$ cat config.mk
export PLATFORM = sky130hd
export DESIGN_NAME = utf8_to_utf16_decoder
export DESIGN_NICKNAME = d
export VERILOG_FILES = /design/src/hdl/u8u16_pkg.sv /design/src/hdl/utf8_to_utf16_decoder.sv /design/src/hdl/u8u16_step.sv
export SDC_FILE = /design/constraint.sdc
export NUM_CORES = 1
export LEC_CHECK = 0
export BUFFER_PORTS_ARGS = -buffer_cell sky130_fd_sc_hd__buf_2
export CORE_UTILIZATION = 60
export CTS_BUF_LIST = sky130_fd_sc_hd__clkbuf_4
export DETAILED_ROUTE_END_ITERATION = 6
export PLACE_DENSITY = 0.82
export SYNTH_ARGS = -nofsm -noshare
export SYNTH_HDL_FRONTEND = slang
export SYNTH_SLANG_ARGS = --single-unit
$ cat constraint.sdc
create_clock -name aclk -period 3.95 [get_ports aclk]
set_input_delay 0.1975 -clock aclk [delete_from_list [all_inputs] [get_ports aclk]]
set_output_delay 0.1975 -clock aclk [all_outputs]
set_load 0.01 [all_outputs]
$ cat src/hdl/u8u16_pkg.sv
// Shared types and decode functions for the UTF-8 to 16-bit code unit decoder.
`timescale 1ns / 1ps
`default_nettype none

package u8u16_pkg;

    // One input request: a byte of the string and its end marker.
    typedef struct packed {
        logic [7:0] in_byte;
        logic       end_of_string;
    } in_t;

    // One result request: a decoded unit and its end marker.
    typedef struct packed {
        logic [15:0] code_unit;
        logic        last_unit;
    } out_t;

    // What the per-byte logic decides for the byte at hand.
    typedef struct packed {
        logic        emit;
        logic [1:0]  need_next;
        logic [23:0] gathered_next;
        out_t        result;
    } step_t;

    localparam logic [7:0] LEAD_TWO   = 8'h80;
    localparam logic [7:0] LEAD_THREE = 8'hE0;
    localparam logic [7:0] LEAD_FOUR  = 8'hF0;
    localparam logic [7:0] LEAD_BAD   = 8'hF7;

    // Total sequence length (1 to 4) implied by a lead byte.
    function automatic logic [2:0] seq_length(input logic [7:0] lead);
        logic [2:0] len;
        if (lead < LEAD_TWO) begin
            len = 3'd1;
        end else if (lead < LEAD_THREE) begin
            len = 3'd2;
        end else if (lead < LEAD_FOUR) begin
            len = 3'd3;
        end else if (lead < LEAD_BAD) begin
            len = 3'd4;
        end else begin
            len = 3'd1;
        end
        return len;
    endfunction

    // Pack a sequence, lead in bits 7..0 and later bytes above it, into one unit.
    function automatic logic [15:0] pack_unit(input logic [31:0] seq);
        logic [7:0]  b0;
        logic [7:0]  b1;
        logic [7:0]  b2;
        logic [7:0]  b3;
        logic [15:0] unit;
        b0 = seq[7:0];
        b1 = seq[15:8];
        b2 = seq[23:16];
        b3 = seq[31:24];
        if (b0 < LEAD_TWO) begin
            unit = {8'h00, b0};
        end else if (b0 < LEAD_THREE) begin
            unit = {4'h0, b0[5:2], b0[1:0], b1[5:0]};
        end else if (b0 < LEAD_FOUR) begin
            unit = {b0[3:0], b1[5:2], b1[1:0], b2[5:0]};
        end else if (b0 < LEAD_BAD) begin
            unit = {b1[3:0], b2[5:2], b2[1:0], b3[5:0]};
        end else begin
            unit = 16'h0000;
        end
        return unit;
    endfunction

endpackage

`default_nettype wire

$ cat src/hdl/utf8_to_utf16_decoder.sv
// Top level of the UTF-8 to 16-bit code unit decoder.
//
// The block takes one UTF-8 byte per input request on the s_ channel and
// returns one 16-bit code unit on the m_ channel for each completed sequence.
// Lead bytes that start multi-byte sequences are held in a small state
// register until their continuation bytes arrive; those bytes produce no
// result. A byte flagged as end of string closes any open sequence at once,
// with the missing bytes taken as zero, and its unit carries last_unit.
//
// Throughput is one byte per cycle while s_ready is high. The result of a
// byte that completes a sequence appears on m_valid in the cycle after the
// byte is accepted, from a single output register fed by the per-byte logic.
// While a result waits, a new byte is still accepted as long as the waiting
// result is taken in the same cycle or the byte produces no result; only a
// stalled result with a new result behind it holds s_ready low.
//
// Reset (aresetn low at a clock edge) drops any open sequence and empties
// the output register.
`timescale 1ns / 1ps
`default_nettype none

module utf8_to_utf16_decoder (
    input  wire logic             aclk,
    input  wire logic             aresetn,
    input  wire logic             s_valid,
    output      logic             s_ready,
    input  wire u8u16_pkg::in_t   s_data,
    output      logic             m_valid,
    input  wire logic             m_ready,
    output      u8u16_pkg::out_t  m_data
);
    import u8u16_pkg::*;

    // Sequence state: bytes still missing and the bytes gathered so far.
    logic [1:0]  need_reg;
    logic [1:0]  need_next;
    logic [23:0] gathered_reg;
    logic [23:0] gathered_next;

    // Output register.
    logic        m_valid_reg;
    logic        m_valid_next;
    out_t        m_data_reg;
    out_t        m_data_next;

    step_t       step;
    logic        s_accept;
    logic        out_free;

    u8u16_step u_step (
        .need     (need_reg),
        .gathered (gathered_reg),
        .req      (s_data),
        .step     (step)
    );

    // The output slot is free when empty or when its result leaves now.
    assign out_free = !m_valid_reg || m_ready;
    // A byte that completes no unit never needs the output slot.
    assign s_ready  = out_free || !step.emit;
    assign s_accept = s_valid && s_ready;

    always_comb begin
        need_next     = need_reg;
        gathered_next = gathered_reg;
        m_valid_next  = m_valid_reg;
        m_data_next   = m_data_reg;
        if (m_valid_reg && m_ready) begin
            m_valid_next = 1'b0;
        end
        if (s_accept) begin
            need_next     = step.need_next;
            gathered_next = step.gathered_next;
            if (step.emit) begin
                m_valid_next = 1'b1;
                m_data_next  = step.result;
            end
        end
    end

    always_ff @(posedge aclk) begin
        if (!aresetn) begin
            need_reg    <= 2'd0;
            m_valid_reg <= 1'b0;
        end else begin
            need_reg    <= need_next;
            m_valid_reg <= m_valid_next;
        end
        gathered_reg <= gathered_next;
        m_data_reg   <= m_data_next;
    end

    assign m_valid = m_valid_reg;
    assign m_data  = m_data_reg;

    // An end-of-string byte always closes the open sequence.
    a_eos_closes: assert property (@(posedge aclk) disable iff (!aresetn)
        (s_accept && s_data.end_of_string) |=> (need_reg == 2'd0))
        else $error("end of string left a sequence open");

    // An open sequence always has a lead byte that calls for more bytes.
    a_open_lead: assert property (@(posedge aclk) disable iff (!aresetn)
        (need_reg != 2'd0) |-> ((gathered_reg[7:0] >= LEAD_TWO)
                                && (gathered_reg[7:0] < LEAD_BAD)))
        else $error("open sequence with a single-byte lead");

    // The missing-byte count only counts down or closes.
    a_need_down: assert property (@(posedge aclk) disable iff (!aresetn)
        (s_accept && (need_reg != 2'd0)) |=>
            ((need_reg == 2'd0) || (need_reg == $past(need_reg) - 2'd1)))
        else $error("missing-byte count did not count down");

    // A result that is not taken is never overwritten by a new one.
    a_no_overwrite: assert property (@(posedge aclk) disable iff (!aresetn)
        (m_valid_reg && !m_ready) |-> !(s_accept && step.emit))
        else $error("stalled result overwritten");

endmodule

`default_nettype wire

$ cat src/hdl/u8u16_step.sv
// Per-byte decode logic: next sequence state and the unit a byte completes.
`timescale 1ns / 1ps
`default_nettype none

module u8u16_step (
    input  wire logic [1:0]       need,
    input  wire logic [23:0]      gathered,
    input  wire u8u16_pkg::in_t   req,
    output u8u16_pkg::step_t      step
);
    import u8u16_pkg::*;

    logic [2:0]  lead_len;
    logic [2:0]  open_len;
    logic [2:0]  len_left;
    logic [1:0]  slot;
    logic [31:0] seq;
    logic [1:0]  need_dec;

    always_comb begin
        lead_len = seq_length(req.in_byte);
        open_len = seq_length(gathered[7:0]);
        len_left = open_len - {1'b0, need};
        need_dec = need - 2'd1;

        // Byte slot of the incoming byte within the open sequence.
        if (open_len > {1'b0, need}) begin
            slot = (len_left > 3'd3) ? 2'd3 : len_left[1:0];
        end else begin
            slot = 2'd1;
        end

        case (slot)
            2'd2:    seq = {8'h00, req.in_byte, gathered[15:0]};
            2'd3:    seq = {req.in_byte, gathered};
            default: seq = {8'h00, gathered[23:16], req.in_byte, gathered[7:0]};
        endcase

        step.result.last_unit = req.end_of_string;
        if (need == 2'd0) begin
            step.result.code_unit = pack_unit({24'h000000, req.in_byte});
            if ((lead_len == 3'd1) || req.end_of_string) begin
                step.emit          = 1'b1;
                step.need_next     = 2'd0;
                step.gathered_next = 24'h000000;
            end else begin
                step.emit          = 1'b0;
                step.need_next     = 2'(lead_len - 3'd1);
                step.gathered_next = {16'h0000, req.in_byte};
            end
        end else begin
            step.result.code_unit = pack_unit(seq);
            if ((need_dec == 2'd0) || req.end_of_string) begin
                step.emit          = 1'b1;
                step.need_next     = 2'd0;
                step.gathered_next = 24'h000000;
            end else begin
                step.emit          = 1'b0;
                step.need_next     = need_dec;
                step.gathered_next = seq[23:0];
            end
        end
    end

endmodule

`default_nettype wire
# After elaboration in Yosys (flattened, before gate mapping)
# Cells that the tools add are included.
[classes] n_eq_ne=3 bitwise=0 add_sub_neg=3 mux=24 n_reduce_logical=11 div=0 magnitude_cmp=14 multipliers=0 shifts=0
[ops] operator="$mux W16" n=7
[ops] operator="$lt A8 B8 Y1 const B" n=12
[ops] operator="$pmux W30 S2" n=1
[ops] operator="$mux W27" n=2
[ops] operator="$mux W43" n=1
[ops] operator="$mux W3" n=8
[ops] operator="$eq A2 B2 Y1 const B" n=2
[ops] operator="$logic_not A2 Y1" n=2
[ops] operator="$logic_or A1 B1 Y1" n=4
[ops] operator="$mux W2" n=2
[ops] operator="$sub A2 B1 Y2 const B" n=2
[ops] operator="$eq A3 B1 Y1 const B" n=1
[ops] operator="$gt A3 B2 Y1" n=1
[ops] operator="$gt A3 B2 Y1 const B" n=1
[ops] operator="$mux W1" n=3
[ops] operator="$sub A3 B2 Y3" n=1
[ops] operator="$logic_and A1 B1 Y1" n=2
[ops] operator="$logic_not A1 Y1" n=2
[ops] operator="$reduce_and A2 Y1" n=1
[totals] inputBits=13 mem_bits_rw=0 elab_cells=60 out_inout_bits=19 latchBits=0 romBits=0 memories=0 register_bits=40

# Depth between registers and ports, before layout
# Gate-level depths: netlist (run 1).
[depth] depth_word=21 depth_mapped=15

# Modules after synthesis
# A second synthesis (run 1) with hierarchy kept.
[unflattened] hier_cells=286 area_unflattened_um2=2872.8
[modules_own_cells] module="u8u16_step" cells_each=229 area_per_inst_um2=1481.4 seq_area_each_um2=0.0 n_inst=1
[modules_own_cells] module="utf8_to_utf16_decoder" cells_each=57 area_per_inst_um2=1391.3 seq_area_each_um2=1291.2 n_inst=1

# Least setup slack after synthesis (run 1)
# OpenSTA, ideal clock, no wires.
[synth_path] path_kind="reg-to-reg" from="register gathered_reg[1]" to="register m_data_reg, in the netlist m_data[16], data pin" setup_slack_ns=0.741 synth_period_minus_slack_ns=3.209 stages_incl_launch_ff=13 n_path_buf=1 arrival_ns=2.948 required_time_ns=3.689 path_cell_list="edfxtp_1 > a31o_2 > nand2b_1 > buf_6 > nand2_1 > ha_1 > inv_1 > fa_1 > nand2b_1 > o21ba_2 > a211oi_4 > o21bai_2 > a221o_1"
[synth_rtl] item="start: declaration" line="utf8_to_utf16_decoder.sv:37" source="logic [23:0] gathered_reg;"
[synth_rtl] item="start signal: assignment" line="utf8_to_utf16_decoder.sv:89" source="gathered_reg <= gathered_next;"
[synth_rtl] item="end signal: assignment" line="utf8_to_utf16_decoder.sv:90" source="m_data_reg <= m_data_next;"
[synth_rtl] item="end: declaration" line="utf8_to_utf16_decoder.sv:43" source="out_t m_data_reg;"

==> impl_metrics.json, run 1 <==
{
  "finClkSkew_ps": 18.66,
  "worstSetupPathType": "reg -> reg",
  "ys_seq_area_share_pct": 44.44,
  "holdWs_ps": 74.86,
  "rows": 23,
  "drc": 0,
  "grt_max_degree": 18,
  "stdcell_count": 343,
  "hold_buffers": 0,
  "drive_gt1_share_pct": 21.50,
  "pin_count": 32,
  "finalMaxSlewViolations": 0,
  "setup_viol": 0,
  "syn-num-nets": 282,
  "dr.pass1.iters": 6,
  "path_common_cell": "nand2b_1",
  "syn2layout_area_growth_pct": 9.924,
  "grt-ovfl-total": 0,
  "netlist_area_um2": 2635,
  "nNetsFinal": 311,
  "synth.avg_cell_area_um2": 10.02,
  "path_max_fanout": 17,
  "synth_cells": 263,
  "min_period_over_period_pct": 92.30,
  "die_x_um": 68.27,
  "cp-startpoint": "gathered_reg[1]$_DFFE_PP_",
  "p_per_area_nw_per_um2": 404.9,
  "seqCellArea_um2": 1171,
  "track_usage_pct": 34.23,
  "place_congestion": 0.9884,
  "clock_path_buffers": 2,
  "total_power_mw": 1.173,
  "synthTopCellsByArea": "edfxtp_1 42%, a21oi_1 5.1%, o21ai_0 3.6%",
  "ant_nets": 0,
  "grt_pass1_vias": 2167,
  "wl_per_cell_um": 20.93,
  "relSlewSlack_pct": 52.19,
  "core_um2": 4115,
  "fin_area_um2": 2897,
  "ys_ff_latch": 40,
  "final_core_util_pct": 70.39,
  "h-tree-depth": 2,
  "cts_root_buffer": "clkbuf_4",
  "antenna_cells": 0,
  "yosysTopAreaCell": "edfxtp_1",
  "setup_ws_ps": 304.2,
  "yosys.area.top_type_share_pct": 42.17,
  "cts_tree": "yes",
  "hold_violations": 0,
  "die_h_um": 68.27,
  "dr.first_iter.drc_count": 314,
  "dp_slack_ps": 376.4,
  "worstPathRequired_ps": 4080,
  "setup_tns_ps": 0,
  "status": "completed",
  "dr_total_vias": 2352,
  "cp_slowest_cell": "a211o_1",
  "final_common_cell": "edfxtp_1",
  "final_cell_mix": "37 x edfxtp_1, 31 x buf_2, 27 x a21oi_1",
  "max_stage_delay_ps": 560,
  "cts_buffers": 5,
  "synth-async-reset-ratio_pct": 0,
  "startpoint_type": "flip-flop",
  "clkLatencyLatePin_ps": 360,
  "routed_wl_um": 7179,
  "placed_cells": 335,
  "clk_transition_reported_paths_ps": 130,
  "via_per_inst": 6.857,
  "r2r_setup_slack_ps": 300,
  "synth_flop_cell": "edfxtp_1",
  "largest_reg_flops": 20,
  "peakVddDrop_mv": 0.2836,
  "r2r-start": "gathered_reg[1]$_DFFE_PP_",
  "place_hpwl_um": 5181,
  "tightest_slew_ps": 714.6,
  "rsz0062_at_grt": "false",
  "port_buffers": 31,
  "p_leak_nw": 1.094,
  "grt_pass1_wl_um": 11160,
  "ys_types": 57,
  "fmax_ghz": 0.2743,
  "cp.arrival_ps": 3770,
  "placed_cell_area_um2": 2816,
  "yosysWarnings": 0,
  "maxCapViolCount": 0,
  "min_path_type": "in -> reg",
  "crit_chain": "a31o_2 -> nand2b_1 -> nand2_1 -> ha_1 -> inv_1 -> fa_1 -> nand2b_1 -> o21ba_2 -> a211o_1 -> mux2i_4 -> o22ai_1",
  "post_cts_resized": 0,
  "hold_start": "s_data[0]",
  "synth-edff-count": 37,
  "cts_sinks": 40,
  "initial_core_util_pct": 64.03,
  "worstSetupEndpointType": "flip-flop",
  "post_cts_buffers": 0,
  "n_fill_cell": 332,
  "die_area_um2": 4661,
  "multiInputGateArea_um2": 1330,
  "antenna_found_initial": 0,
  "min_period_ps": 3646
}
[cell families after synthesis]
logic type	synth area share, %
AOI/OAI and AO/OA	26.31
buffers and inverters	5.271
adders and majority gates	3.134
and+or+nand+nor	17.66
muxes	3.181
DFF	44.44
[cell usage after synthesis (all sizes together) (3+ instances only)]
cell / number
a211o: 5
nand3: 11
clkbuf: 5
mux2i: 6
nor3: 11
a32oi: 4
ha: 5
nor2: 13
and2: 10
o2bb2ai: 3
dfxtp: 3
nand2b: 5
a221o: 8
a21oi: 27
inv: 11
o21ai: 26
edfxtp: 37
buf: 11
o221ai: 6
nand2: 18
or3: 3
nor2b: 4
[worst max-delay path: cells and delay by family (launching register included)]
| family | cells | cell delay, ps |
|---|---|---|
| compound gates | 4 | 1310 |
| fa+ha+maj | 2 | 710 |
| flops | 1 | 480 |
| simple gates | 3 | 460 |
| mux | 1 | 370 |
| buf+inv | 1 | 60 |
[report_power, final]
part | total, mW | switching, mW | internal, mW
Combinational | 0.350 | 0.226 | 0.125
Clock | 0.280 | 0.141 | 0.140
Sequential | 0.542 | 0.0261 | 0.516
Total | 1.17 | 0.393 | 0.780
[path summary, 6_finish.rpt]
| check | end | cells after the start |
|---|---|---|
| min reg2reg | m_valid$_SDFF_PN0_ | 2 |
| max | m_data[1]$_DFFE_PP_ | 11 |
| min | m_data[0]$_DFFE_PP_ | 1 |
| max reg2reg | m_data[1]$_DFFE_PP_ | 11 |
[cell type report]
class                      instances  area share, %
timing repair buffer              38          7.171
inverter                          12          1.555
clock buffer                       6          1.555
tap                               50          2.160
sequential                        40          40.43
clock inverter                     2          1.210
multi-input combinational        195          45.92
[routing by layer]
| metal | vias up | track usage [%] | wire length, um |
|---|---|---|---|
| met5 | - | 0 | 0 |
| met4 | 0 | 16.41 | 213 |
| met3 | 21 | 9.167 | 792 |
| met2 | 157 | 53.68 | 3344 |
| met1 | 1092 | 43.33 | 2828 |
| li1 | 1082 | - | - |
Power figures use the tool's default switching activity.
==> run 2: changes to the inputs <==
CAP_MARGIN = 20   (was default)
CORE_UTILIZATION = 61   (was 60)
PLACE_DENSITY = 0.83   (was 0.82)
SYNTH_HIERARCHICAL = 1   (was default)
==> impl_metrics.json, run 2 <==
{
  "clk_transition_reported_paths_ps": 120,
  "synth.avg_cell_area_um2": 9.991,
  "clkLatencyLatePin_ps": 350,
  "syn-num-nets": 289,
  "post_cts_buffers": 0,
  "dr.pass1.iters": 5,
  "finalMaxSlewViolations": 0,
  "p_comb_share_pct": 28.1,
  "min_period_ps": 3451,
  "drive_gt1_share_pct": 21.84,
  "startpoint_type": "flip-flop",
  "p_switching_mw": 0.3452,
  "p_per_area_nw_per_um2": 356.9,
  "cp.arrival_ps": 3650,
  "finClkSkew_ps": 8.921,
  "cts_tree": "yes",
  "initial_core_util_pct": 65.55,
  "dr.first_iter.drc_count": 518,
  "worstSetupPathType": "reg -> reg",
  "multiInputGateArea_um2": 1350,
  "syn2layout_area_growth_pct": 7.096,
  "maxCapViolCount": 0,
  "hold_buffers": 0,
  "cts_buffers": 5,
  "stdcell_count": 343,
  "setup_tns_ps": 0,
  "relSlewSlack_pct": 61.92,
  "antenna_found_initial": 0,
  "die_area_um2": 4692,
  "cp-startpoint": "gathered_reg[7]$_DFFE_PP_",
  "setup_ws_ps": 498.9,
  "fmax_ghz": 0.2898,
  "cts_root_buffer": "clkbuf_4",
  "h-tree-depth": 2,
  "yosysWarnings": 6,
  "drc": 0,
  "port_buffers": 31,
  "ant_nets": 0,
  "p_int_mw": 0.6858,
  "min_path_type": "in -> reg",
  "n_fill_cell": 321,
  "cts_sinks": 40,
  "peakVddDrop_mv": 0.1806,
  "r2r-start": "gathered_reg[7]$_DFFE_PP_",
  "place_hpwl_um": 5007,
  "rsz0062_at_grt": "false",
  "track_usage_pct": 33.78,
  "p_sw_share_pct": 33.48,
  "grt_max_degree": 23,
  "post_cts_resized": 0,
  "final_common_cell": "edfxtp_1",
  "p_leak_nw": 1.123,
  "status": "completed",
  "rows": 23,
  "netlist_area_um2": 2698,
  "worstPathRequired_ps": 4150,
  "min_period_over_period_pct": 87.37,
  "critPathCapture": "m_data[4]$_DFFE_PP_",
  "pin_count": 32,
  "path_max_fanout": 11,
  "seqCellArea_um2": 1171,
  "r2r_end": "m_data[4]$_DFFE_PP_",
  "die_h_um": 68.50,
  "core_um2": 4115,
  "grt_pass1_wl_um": 11200,
  "grt_pass1_vias": 2175,
  "antenna_cells": 0,
  "pwr-share-seq_pct": 51.8,
  "wl_per_cell_um": 20.45,
  "r2r_cells": 11,
  "final_cell_mix": "37 x edfxtp_1, 31 x buf_2, 24 x o21ai_0",
  "r2r_setup_slack_ps": 500,
  "tightest_slew_ps": 571.2,
  "nNetsFinal": 311,
  "largest_reg_flops": 20,
  "dp_slack_ps": 575.4,
  "placed_cells": 335,
  "synth_cells": 270,
  "clock_path_buffers": 2,
  "via_per_inst": 7.067,
  "setup_viol": 0,
  "routed_wl_um": 7014,
  "grt-ovfl-total": 0,
  "hold_depth": 3,
  "worstSetupEndpointType": "flip-flop",
  "power.share.clock_pct": 20.1,
  "hold_violations": 0,
  "dr_total_vias": 2424,
  "die_x_um": 68.50,
  "place_congestion": 0.9819
}
run 2: power by group through the flow:
stage                     sequential [mW]  combinational (mW)  clock [mW]
final                               0.534               0.290       0.207
after global routing                0.538               0.316       0.226
after floorplan                     0.544               0.208           0
after global placement              0.541               0.277           0
after detailed placement            0.543               0.281           0
after CTS                           0.533               0.283       0.210
run 2: area by class of cell:
cell class / instances / area share, %
multi-input combinational: 194 / 46.73
sequential: 40 / 40.54
timing repair buffer: 36 / 6.670
tap: 50 / 2.165
inverter: 15 / 1.949
clock buffer: 6 / 1.559
clock inverter: 2 / 0.3898
run 2: worst max-delay path, cell delays in order (launching register included):
cell      delay, ps
edfxtp_1        500
and3_1          450
nand3_2         110
nand2_1          80
ha_1            150
inv_1            50
fa_1            610
nand2_2         150
or4_1           560
a21oi_2         330
a21oi_1         130
o22ai_1         160
run 2: worst min path at each step:
| stage | start | end | slack, ps |
|---|---|---|---|
| final | s_valid | m_valid$_SDFF_PN0_ | 100 |
| after global routing | s_data[0] | m_data[0]$_DFFE_PP_ | 100 |
| after CTS | s_valid | m_valid$_SDFF_PN0_ | 90 |
| after detailed placement | need_reg[1]$_SDFFE_PN0P_ | need_reg[1]$_SDFFE_PN0P_ | 460 |
| after global placement | need_reg[1]$_SDFFE_PN0P_ | need_reg[1]$_SDFFE_PN0P_ | 450 |
| after floorplan | s_valid | m_valid$_SDFF_PN0_ | 340 |
run 2: per-stage QoR:
step                util (%)  area (um^2)  hold slack, ps  power, mW
detailed placement     68.84         2833           459.4     0.8241
finish                 70.20         2889           101.6      1.031
global placement       68.84         2833           446.7     0.8184
floorplan                  -         2698           336.7     0.7518
global route           70.20         2889           103.9      1.081
CTS                    70.20         2889           93.14      1.026
run 2: per-layer routing:
metal,GRT usage (%),share of wire [%],vias up
met4,15.36,3.5,0
met3,7.566,12,32
met2,50.49,43,207
li1,-,-,1093
met1,46.35,41,1092
met5,0,0,-
